$ cat config.mk
export PLATFORM = sky130hd
export DESIGN_NAME = mono8_peak_normalizer_unit
export DESIGN_NICKNAME = d
export VERILOG_FILES = /design/src/mpn_pkg.sv /design/src/mpn_regs.sv /design/src/mpn_ctrl.sv /design/src/mpn_dpath.sv /design/src/mono8_peak_normalizer_unit.sv
export VERILOG_INCLUDE_DIRS = /design/src /design/src/src
export SDC_FILE = /design/constraint.sdc
export NUM_CORES = 1
export LEC_CHECK = 0
export ABC_AREA = 0
export BUFFER_PORTS_ARGS = -buffer_cell sky130_fd_sc_hd__buf_2
export CORE_MARGIN = 8
export CORE_UTILIZATION = 60
export DETAILED_ROUTE_END_ITERATION = 7
export GPL_TIMING_DRIVEN = 0
export HOLD_SLACK_MARGIN = 0.15
export MAX_ROUTING_LAYER = met4
export PLACE_DENSITY = 0.79
export SLEW_MARGIN = 25
export SYNTH_ARGS = -nofsm -noshare
export SYNTH_HDL_FRONTEND = slang
export SYNTH_HIERARCHICAL = 1
export SYNTH_SLANG_ARGS = --single-unit
$ cat constraint.sdc
create_clock -name clk_i -period 7.6 [get_ports clk_i]
set_input_delay 0.76 -clock clk_i [delete_from_list [all_inputs] [get_ports clk_i]]
set_output_delay 0.76 -clock clk_i [all_outputs]
set_load 0.01 [all_outputs]
$ cat src/assert_macros.svh
// Assertion macros shared by the mono8 peak normalizer RTL.
`ifndef ASSERT_MACROS_SVH
`define ASSERT_MACROS_SVH

// Check a property on every rising clock edge outside reset.
`define ASSERT_ALWAYS(label, prop, msg) \
  label: assert property (@(posedge clk_i) disable iff (!rst_ni) (prop)) \
    else $error(msg);

// Check that a condition never holds on a rising clock edge outside reset.
`define ASSERT_NEVER(label, expr, msg) \
  label: assert property (@(posedge clk_i) disable iff (!rst_ni) !(expr)) \
    else $error(msg);

`endif

$ cat src/mpn_pkg.sv
// Package: types and constants of the mono8 peak normalizer.
`timescale 1ns / 1ps

package mpn_pkg;

  // Pixel formats
  localparam logic [1:0] FMT_GREY = 2'd0;
  localparam logic [1:0] FMT_YUYV = 2'd1;
  localparam logic [1:0] FMT_Y16  = 2'd2;

  // Register bus geometry and register indexes
  localparam int unsigned APB_ADDR_W = 3;
  localparam int unsigned APB_DATA_W = 32;
  localparam logic REG_FMT_SEL    = 1'b0;
  localparam logic REG_LINE_WIDTH = 1'b1;

  // Reset values
  localparam logic [1:0]  FMT_SEL_RESET    = FMT_GREY;
  localparam logic [12:0] LINE_WIDTH_RESET = 13'd640;
  localparam logic [15:0] PEAK_FLOOR       = 16'd255;
  localparam logic [16:0] GAIN_RESET       = 17'h10000;

  // Gain divide: (255 << 16) / peak, one quotient bit per step
  localparam logic [23:0] SCALE_NUM = 24'hFF0000;
  localparam int unsigned DIV_STEPS = 24;
  localparam int unsigned STEP_W    = $clog2(DIV_STEPS);

  localparam int unsigned DEFAULT_MAX_LINE_WIDTH = 4096;

  typedef struct packed {
    logic        mode;
    logic [15:0] pixel_word;
    logic        frame_end;
  } in_item_t;

  typedef struct packed {
    logic [7:0] mono_pixel;
    logic       last_pixel;
  } out_item_t;

  // Controller to datapath
  typedef struct packed {
    logic busy;
    logic div_load;
    logic div_step;
    logic div_commit;
  } cmd_t;

  // Datapath to controller
  typedef struct packed {
    logic close_frame;
  } status_t;

endpackage

$ cat src/mpn_regs.sv
// Configuration registers of the normalizer behind an APB-style port.
`timescale 1ns / 1ps

module mpn_regs (
  input  logic                             clk_i,
  input  logic                             rst_ni,
  input  logic                             psel,
  input  logic                             penable,
  input  logic                             pwrite,
  input  logic [mpn_pkg::APB_ADDR_W-1:0]   paddr,
  input  logic [mpn_pkg::APB_DATA_W-1:0]   pwdata,
  output logic [mpn_pkg::APB_DATA_W-1:0]   prdata,
  output logic                             pready,
  output logic [1:0]                       fmt_sel_o,
  output logic [12:0]                      line_width_o
);
  import mpn_pkg::*;

  logic [1:0]  fmt_sel_q, fmt_sel_d;
  logic [12:0] line_width_q, line_width_d;
  logic        reg_index;
  logic        wr_en;

  assign pready    = 1'b1;
  assign reg_index = paddr[2];
  assign wr_en     = psel && penable && pwrite;

  // Decode the write request
  always_comb begin
    fmt_sel_d    = fmt_sel_q;
    line_width_d = line_width_q;
    if (wr_en) begin
      case (reg_index)
        REG_FMT_SEL:    fmt_sel_d    = pwdata[1:0];
        REG_LINE_WIDTH: line_width_d = pwdata[12:0];
        default: ;
      endcase
    end
  end

  always_ff @(posedge clk_i or negedge rst_ni) begin
    if (!rst_ni) begin
      fmt_sel_q    <= FMT_SEL_RESET;
      line_width_q <= LINE_WIDTH_RESET;
    end else begin
      fmt_sel_q    <= fmt_sel_d;
      line_width_q <= line_width_d;
    end
  end

  // Return the addressed register
  always_comb begin
    case (reg_index)
      REG_FMT_SEL:    prdata = {{(APB_DATA_W-2){1'b0}}, fmt_sel_q};
      REG_LINE_WIDTH: prdata = {{(APB_DATA_W-13){1'b0}}, line_width_q};
      default:        prdata = '0;
    endcase
  end

  assign fmt_sel_o    = fmt_sel_q;
  assign line_width_o = line_width_q;

endmodule

$ cat src/mpn_ctrl.sv
// Controller: sequences the gain divide after a measure frame closes.
`timescale 1ns / 1ps

module mpn_ctrl (
  input  logic             clk_i,
  input  logic             rst_ni,
  input  mpn_pkg::status_t status_i,
  output mpn_pkg::cmd_t    cmd_o
);
  import mpn_pkg::*;

  localparam logic [1:0] ST_IDLE   = 2'd0;
  localparam logic [1:0] ST_DIVIDE = 2'd1;
  localparam logic [1:0] ST_WRITE  = 2'd2;

  logic [1:0]        state_q, state_d;
  logic [STEP_W-1:0] step_q, step_d;

  // Next state and commands
  always_comb begin
    state_d = state_q;
    step_d  = step_q;
    cmd_o   = '0;
    cmd_o.busy = (state_q != ST_IDLE);
    case (state_q)
      ST_IDLE: begin
        if (status_i.close_frame) begin
          cmd_o.div_load = 1'b1;
          step_d         = '0;
          state_d        = ST_DIVIDE;
        end
      end
      ST_DIVIDE: begin
        cmd_o.div_step = 1'b1;
        step_d         = step_q + 1'b1;
        if (step_q == STEP_W'(DIV_STEPS - 1)) begin
          state_d = ST_WRITE;
        end
      end
      ST_WRITE: begin
        cmd_o.div_commit = 1'b1;
        state_d          = ST_IDLE;
      end
      default: begin
        state_d = ST_IDLE;
      end
    endcase
  end

  always_ff @(posedge clk_i or negedge rst_ni) begin
    if (!rst_ni) begin
      state_q <= ST_IDLE;
      step_q  <= '0;
    end else begin
      state_q <= state_d;
      step_q  <= step_d;
    end
  end

endmodule

$ cat src/mpn_dpath.sv
// Datapath: peak measure, gain divider and two-stage convert pipe.
`timescale 1ns / 1ps

module mpn_dpath #(
  parameter int unsigned MAX_LINE_WIDTH = mpn_pkg::DEFAULT_MAX_LINE_WIDTH
) (
  input  logic               clk_i,
  input  logic               rst_ni,
  input  logic [1:0]         fmt_sel_i,
  input  logic [12:0]        line_width_i,
  input  logic               in_valid_i,
  output logic               in_stall_o,
  input  mpn_pkg::in_item_t  in_req_i,
  output logic               out_valid_o,
  input  logic               out_stall_i,
  output mpn_pkg::out_item_t out_rsp_o,
  input  mpn_pkg::cmd_t      cmd_i,
  output mpn_pkg::status_t   status_o
);
  import mpn_pkg::*;

  localparam int unsigned CntW = $clog2(MAX_LINE_WIDTH);
  localparam int unsigned EffW = $clog2(MAX_LINE_WIDTH + 1);

  // Measure state
  logic [15:0]     peak_q, peak_d;
  logic [15:0]     rmax_q, rmax_d;
  logic [16:0]     gain_q, gain_d;
  logic [CntW-1:0] col_q, col_d;

  // Divider
  logic [15:0] rem_q, rem_d;
  logic [23:0] quo_q, quo_d;
  logic [16:0] rem_sh;
  logic        rem_ge;

  // Pipe stages
  logic        a_valid_q, a_valid_d;
  logic [32:0] a_prod_q;
  logic [7:0]  a_byte_q;
  logic        a_y16_q;
  logic        a_last_q;
  logic        b_valid_q, b_valid_d;
  out_item_t   b_item_q;

  logic        y16;
  logic        accept, conv, meas;
  logic        a_adv, a_free, b_free;
  logic [32:0] prod;
  logic [7:0]  sat_byte;

  logic [EffW-1:0] eff_w, col_ext, col_cur, col_inc, col_nxt;
  logic            sample;
  logic [15:0]     rmax_new, fmax, decayed, peak_new;
  logic [21:0]     peak_x63;

  assign y16 = !(fmt_sel_i inside {FMT_GREY, FMT_YUYV});

  // Handshake and pipe flow
  assign b_free     = !b_valid_q || !out_stall_i;
  assign a_adv      = a_valid_q && b_free;
  assign a_free     = !a_valid_q || b_free;
  assign in_stall_o = cmd_i.busy || !a_free;
  assign accept     = in_valid_i && !in_stall_o;
  assign conv       = accept && in_req_i.mode;
  assign meas       = accept && !in_req_i.mode && y16;

  assign status_o.close_frame = meas && in_req_i.frame_end;

  // Column phase within the row
  always_comb begin
    if (32'(line_width_i) > 32'(MAX_LINE_WIDTH)) begin
      eff_w = EffW'(MAX_LINE_WIDTH);
    end else begin
      eff_w = EffW'(line_width_i);
    end
    col_ext = EffW'(col_q);
    col_cur = (col_ext >= eff_w) ? '0 : col_ext;
    sample  = (col_cur[1:0] == 2'b00);
    col_inc = col_cur + 1'b1;
    col_nxt = (col_inc >= eff_w) ? '0 : col_inc;
  end

  // Frame peak with floor and decay of the old peak by 63/64
  always_comb begin
    rmax_new = (sample && (in_req_i.pixel_word > rmax_q)) ? in_req_i.pixel_word : rmax_q;
    fmax     = (rmax_new > PEAK_FLOOR) ? rmax_new : PEAK_FLOOR;
    peak_x63 = {peak_q, 6'b0} - {6'b0, peak_q};
    decayed  = peak_x63[21:6];
    peak_new = (fmax > decayed) ? fmax : decayed;
  end

  // Update measure state
  always_comb begin
    peak_d = peak_q;
    rmax_d = rmax_q;
    col_d  = col_q;
    if (meas) begin
      if (in_req_i.frame_end) begin
        peak_d = peak_new;
        rmax_d = '0;
        col_d  = '0;
      end else begin
        rmax_d = rmax_new;
        col_d  = CntW'(col_nxt);
      end
    end
  end

  // Restoring divide, one quotient bit per step
  assign rem_sh = {rem_q, quo_q[23]};
  assign rem_ge = (rem_sh >= {1'b0, peak_q});

  always_comb begin
    rem_d  = rem_q;
    quo_d  = quo_q;
    gain_d = gain_q;
    if (cmd_i.div_load) begin
      rem_d = '0;
      quo_d = SCALE_NUM;
    end else if (cmd_i.div_step) begin
      rem_d = rem_ge ? 16'(rem_sh - {1'b0, peak_q}) : rem_sh[15:0];
      quo_d = {quo_q[22:0], rem_ge};
    end
    if (cmd_i.div_commit) begin
      gain_d = quo_q[16:0];
    end
  end

  always_ff @(posedge clk_i or negedge rst_ni) begin
    if (!rst_ni) begin
      peak_q <= PEAK_FLOOR;
      rmax_q <= '0;
      gain_q <= GAIN_RESET;
      col_q  <= '0;
    end else begin
      peak_q <= peak_d;
      rmax_q <= rmax_d;
      gain_q <= gain_d;
      col_q  <= col_d;
    end
  end

  always_ff @(posedge clk_i) begin
    rem_q <= rem_d;
    quo_q <= quo_d;
  end

  // Stage A: scale the sample by the gain
  assign prod = 33'(in_req_i.pixel_word) * 33'(gain_q);

  always_comb begin
    a_valid_d = a_valid_q;
    if (conv) begin
      a_valid_d = 1'b1;
    end else if (a_adv) begin
      a_valid_d = 1'b0;
    end
  end

  always_ff @(posedge clk_i) begin
    if (conv) begin
      a_prod_q <= prod;
      a_byte_q <= in_req_i.pixel_word[7:0];
      a_y16_q  <= y16;
      a_last_q <= in_req_i.frame_end;
    end
  end

  // Stage B: saturate and hold the result
  assign sat_byte = (a_prod_q[32:16] > 17'd255) ? 8'hFF : a_prod_q[23:16];

  always_comb begin
    b_valid_d = b_valid_q;
    if (a_adv) begin
      b_valid_d = 1'b1;
    end else if (!out_stall_i) begin
      b_valid_d = 1'b0;
    end
  end

  always_ff @(posedge clk_i) begin
    if (a_adv) begin
      b_item_q.mono_pixel <= a_y16_q ? sat_byte : a_byte_q;
      b_item_q.last_pixel <= a_last_q;
    end
  end

  always_ff @(posedge clk_i or negedge rst_ni) begin
    if (!rst_ni) begin
      a_valid_q <= 1'b0;
      b_valid_q <= 1'b0;
    end else begin
      a_valid_q <= a_valid_d;
      b_valid_q <= b_valid_d;
    end
  end

  assign out_valid_o = b_valid_q;
  assign out_rsp_o   = b_item_q;

endmodule

$ cat src/mono8_peak_normalizer_unit.sv
// Top level of the mono8 peak normalizer: registers, controller, datapath.
`timescale 1ns / 1ps
`include "assert_macros.svh"

// Converts grey, YUYV or Y16 pixels to 8-bit mono. Requests may follow
// each other in every cycle unless in_stall_o is high (gain update, or
// stage B stalled with stage A full); a converted pixel reaches the
// output through stage A and stage B, a two-register output pipe that
// still takes one more request while a result waits.
// A measure request carrying frame_end (Y16 or spare format) starts the
// gain update: a restoring divider forms (255 << 16) / peak one quotient
// bit per cycle, so input is stalled through the 24 divide steps and the
// write-back (the load shares the cycle that takes the request) before
// the next request is taken.
module mono8_peak_normalizer_unit #(
  parameter int unsigned MAX_LINE_WIDTH = mpn_pkg::DEFAULT_MAX_LINE_WIDTH
) (
  input  logic                           clk_i,
  input  logic                           rst_ni,
  input  logic                           in_valid_i,
  output logic                           in_stall_o,
  input  mpn_pkg::in_item_t              in_req_i,
  output logic                           out_valid_o,
  input  logic                           out_stall_i,
  output mpn_pkg::out_item_t             out_rsp_o,
  input  logic                           psel,
  input  logic                           penable,
  input  logic                           pwrite,
  input  logic [mpn_pkg::APB_ADDR_W-1:0] paddr,
  input  logic [mpn_pkg::APB_DATA_W-1:0] pwdata,
  output logic [mpn_pkg::APB_DATA_W-1:0] prdata,
  output logic                           pready
);
  import mpn_pkg::*;

  logic [1:0]  fmt_sel;
  logic [12:0] line_width;
  cmd_t        cmd;
  status_t     status;

  mpn_regs u_regs (
    .clk_i        (clk_i),
    .rst_ni       (rst_ni),
    .psel         (psel),
    .penable      (penable),
    .pwrite       (pwrite),
    .paddr        (paddr),
    .pwdata       (pwdata),
    .prdata       (prdata),
    .pready       (pready),
    .fmt_sel_o    (fmt_sel),
    .line_width_o (line_width)
  );

  mpn_ctrl u_ctrl (
    .clk_i    (clk_i),
    .rst_ni   (rst_ni),
    .status_i (status),
    .cmd_o    (cmd)
  );

  mpn_dpath #(
    .MAX_LINE_WIDTH (MAX_LINE_WIDTH)
  ) u_dpath (
    .clk_i          (clk_i),
    .rst_ni         (rst_ni),
    .fmt_sel_i      (fmt_sel),
    .line_width_i   (line_width),
    .in_valid_i     (in_valid_i),
    .in_stall_o     (in_stall_o),
    .in_req_i       (in_req_i),
    .out_valid_o    (out_valid_o),
    .out_stall_i    (out_stall_i),
    .out_rsp_o      (out_rsp_o),
    .cmd_i          (cmd),
    .status_o       (status)
  );

  // A closed measure frame must start the divide
  `ASSERT_ALWAYS(a_close_starts_divide, status.close_frame |=> cmd.busy, "divide not started")
  // No request may slip in while the gain is being recomputed
  `ASSERT_NEVER(a_no_accept_busy, cmd.busy && in_valid_i && !in_stall_o, "request taken while busy")
  // The gain is written back once per divide
  `ASSERT_ALWAYS(a_single_commit, cmd.div_commit |=> !cmd.div_commit, "repeated gain write")

endmodule

==> impl_metrics.yaml <==
status:
  outcome: "complete, no violations"
finish:
  area_delta_synth_final_pct: 8.29
  design_area_um2: 19500
  drive_gt1_share_pct: 9.82
  insertedDiodeCount: 0
  nets: 2459
yosys:
  yosysMostFrequentCell: "inv_1"
  async_flop_share_pct: 52.8
  yosysSeqAreaShare_pct: 22.4
  synth_cell_type_count: 79
  synth_common_cells: "inv_1, nand2_1, fa_1"
  netlist_area_um2: 18000
  synth_area_leaders: "fa_1, ha_1, dfrtp_1"
  synth.avg_cell_area_um2: 9.42
  syn-instance-count: 1909
  ys.flop_type: "dfrtp_1"
  synth-edff-count: 36
  ys_warn_count: 6
  synth_top_cell_area_share_pct: 23.2
  ys_ff_latch: 161
  yosysTopAreaCell: "fa_1"
setup_path:
  cp-start-kind: "input pin"
  cp.arrival_ps: 7430
  timing.critical_path.buf_inv: 8
  r2r_end: "u_dpath/a_prod_q[32]"
  endpoint: "u_dpath/a_prod_q[32]"
  path_class: "input pin to flop"
  crit_family: "adder cells"
  crit_fanout: 10
  cp_slowest_cell: "fa_1"
  slowest_delay_ps: 570
  cp-startpoint: "in_req_i[4]"
  required_ps: 7820
  endpoint_kind: "flop"
  r2r-start: "u_dpath/gain_q[8]"
  reg2reg_depth: 22
  rrSetupSlack_ps: 480
  path_cells: "buf_2, clkbuf_1, clkbuf_2, nand2_1, fa_1, inv_1, fa_1, inv_1, fa_1, inv_1, fa_1, inv_1, fa_1, inv_1, fa_1, ha_1, o21ai_0, o21ai_0, a21boi_1, nor3_1, o21ai_1, a2111oi_2, mux2i_1, a311oi_1"
  crit_top_cell: "fa_1"
  critical_path_depth: 24
cts:
  clk_latency_ps: 450
  cts_tree: "done"
  htree_levels: 4
  numClockSinks: 161
  cts-buffers-inserted: 17
  cts.clk_slew.worst_paths_ps: 70
  cts_buffer_depth: 2
  root_buffer: "clkbuf_16"
timing:
  hold_ws_ps: 199
  max_freq_mhz: 139
  finalHoldViolCount: 0
  period_share_pct: 94.8
  slew_headroom_pct: 38.7
  rsz0062_at_grt: "no"
  drv_slew: 0
  fin_worst_skew_ps: 14.8
  period_minus_slack_ps: 7200
  tightest_slew_ps: 918
  setup_viol: 0
placement:
  routabilityCongestion: 0.989
  dp_hpwl_mm: 34.9
  dpl_cell_area_um2: 18900
  port_buffers: 62
floorplanning:
  start_util_pct: 60.8
  ioPinCount: 104
  die_h_um: 189
  fp.dieArea_um2: 35700
  rows: 63
  fp.coreArea_um2: 29600
  die_w_um: 189
routing:
  antenna_left: 0
  wirelength_mm: 43.8
  initialDrtViolationCount: 1010
  drc_errors: 0
  drtPass1Iterations: 5
  vias: 14000
  wl_per_cell_um: 18.2
  detail_route.vias_per_cell: 5.80
flow_run:
  drv_cap: 0
power:
  ir_drop_uv: 421
  power_leakage_nw: 9.62
  p_per_area_nw_per_um2: 425
grt:
  grt_pass1_wl_mm: 72.3
  grt_pass1_vias: 14500
  track_usage_pct: 25.8
  overflow: 0
  grt_max_degree: 51
  antenna_found_initial: 0
min_path:
  hold_class: "input pin to async pin"
worst min path at each step:
| stage | cells after the start | end |
|---|---|---|
| 2_1_floorplan | 0 | u_dpath/out_rsp_o[0] |
| 3_3_place_gp | 0 | u_dpath/out_rsp_o[0] |
| 3_5_place_dp | 0 | u_dpath/out_rsp_o[0] |
| 4_1_cts | 1 | u_ctrl/step_q[3] |
| 5_1_grt | 1 | u_ctrl/step_q[3] |
| 6_report | 1 | u_ctrl/step_q[3] |
flip-flops by register name (all words and copies together), names as in the netlist, 5 cells and up:
| register | count |
|---|---|
| u_regs/line_width_o | 13 |
| u_dpath/peak_q | 16 |
| u_dpath/a_byte_q | 8 |
| u_dpath/rem_q | 16 |
| u_dpath/out_rsp_o | 9 |
| u_dpath/a_prod_q | 17 |
| u_dpath/quo_q | 24 |
| u_ctrl/step_q | 5 |
| u_dpath/gain_q | 17 |
| u_dpath/rmax_q | 16 |
| u_dpath/col_q | 12 |
cells by family (layout without fill, tap and decap cells):
logic type / Yosys count / after routing / share of synthesized area (%)
XOR/XNOR: 49 / 49 / 2.39
AND/OR/NAND/NOR: 566 / 566 / 14.9
AO/OA/AOI/OAI: 263 / 263 / 10.1
multiplexers: 87 / 87 / 5.34
other: 2 / 20 / 0.0418
adder cells (fa/ha/maj): 396 / 396 / 36.3
buffers and inverters: 385 / 474 / 8.60
flip-flops: 161 / 161 / 22.4
placed cells by master, fill, tap and decap left out, types with 5 or more instances in the layout:
master	instances
nor2b_1	10
mux2_4	10
o21a_1	11
and2_1	104
nor3_1	13
fa_1	208
dfxtp_1	40
nand2b_1	7
o22ai_1	7
nor4_1	9
a211oi_1	19
clkbuf_16	18
mux2_2	31
or2_2	5
clkbuf_1	62
nand4_1	18
dfrtp_1	74
xnor2_1	34
o22a_1	9
o211ai_1	15
dfstp_2	11
o31ai_1	17
nand3_1	18
a21o_1	32
conb_1	20
ha_1	188
edfxtp_1	36
xor2_1	15
nand2_1	273
buf_4	21
a22o_1	8
o21ai_0	39
or3_1	7
nor2_1	81
a31oi_1	9
mux2i_1	46
inv_1	281
buf_2	67
a21oi_1	56
layout make-up:
type / instances / area (µm²)
clock buffer: 22 / 495
multi-input combinational: 1381 / 12500
fill: 2351 / 10100
timing repair buffer: 63 / 344
tap: 390 / 488
sequential: 161 / 4020
clock inverter: 10 / 100
buffer: 97 / 470
inverter: 282 / 1060
timing repair:
item / CTS / global route
hold buffers: 0 / 0
buffers inserted: 0 / 0
gates resized for setup: 3 / 7
setup endpoints to repair: 3 / 8
pin swaps: 0 / 0
power breakdown:
part / leakage, nW / switching (mW) / internal (mW)
Sequential: 1.69 / 0.226 / 1.33
Clock: 0.282 / 0.374 / 0.499
Combinational: 7.65 / 3.33 / 2.50
layer usage:
| metal | share of wire, % | GRT usage [%] | up-vias |
|---|---|---|---|
| li1 | - | - | 6400 |
| met1 | 39 | 30.5 | 6902 |
| met2 | 50 | 42.7 | 517 |
| met3 | 6.3 | 4.12 | 132 |
| met4 | 4.7 | 12.6 | 0 |
| met5 | 0 | - | - |
stage by stage:
| stage | TNS (ps) | setup WS, ps | instances | power [mW] | util (%) |
|---|---|---|---|---|---|
| after floorplan | 0 | 821 | 1927 | 5.90 | - |
| after global placement | -2310 | -558 | 2379 | 7.07 | 63.7 |
| after detailed placement | -3480 | -717 | 2380 | 7.30 | 63.9 |
| after CTS | 0 | 26.2 | 2408 | 8.25 | 65.8 |
| after global routing | 0 | 39.3 | 2406 | 9.08 | 65.8 |
| final | 0 | 396 | 2406 | 8.27 | 65.8 |
Power figures use the tool's default switching activity.
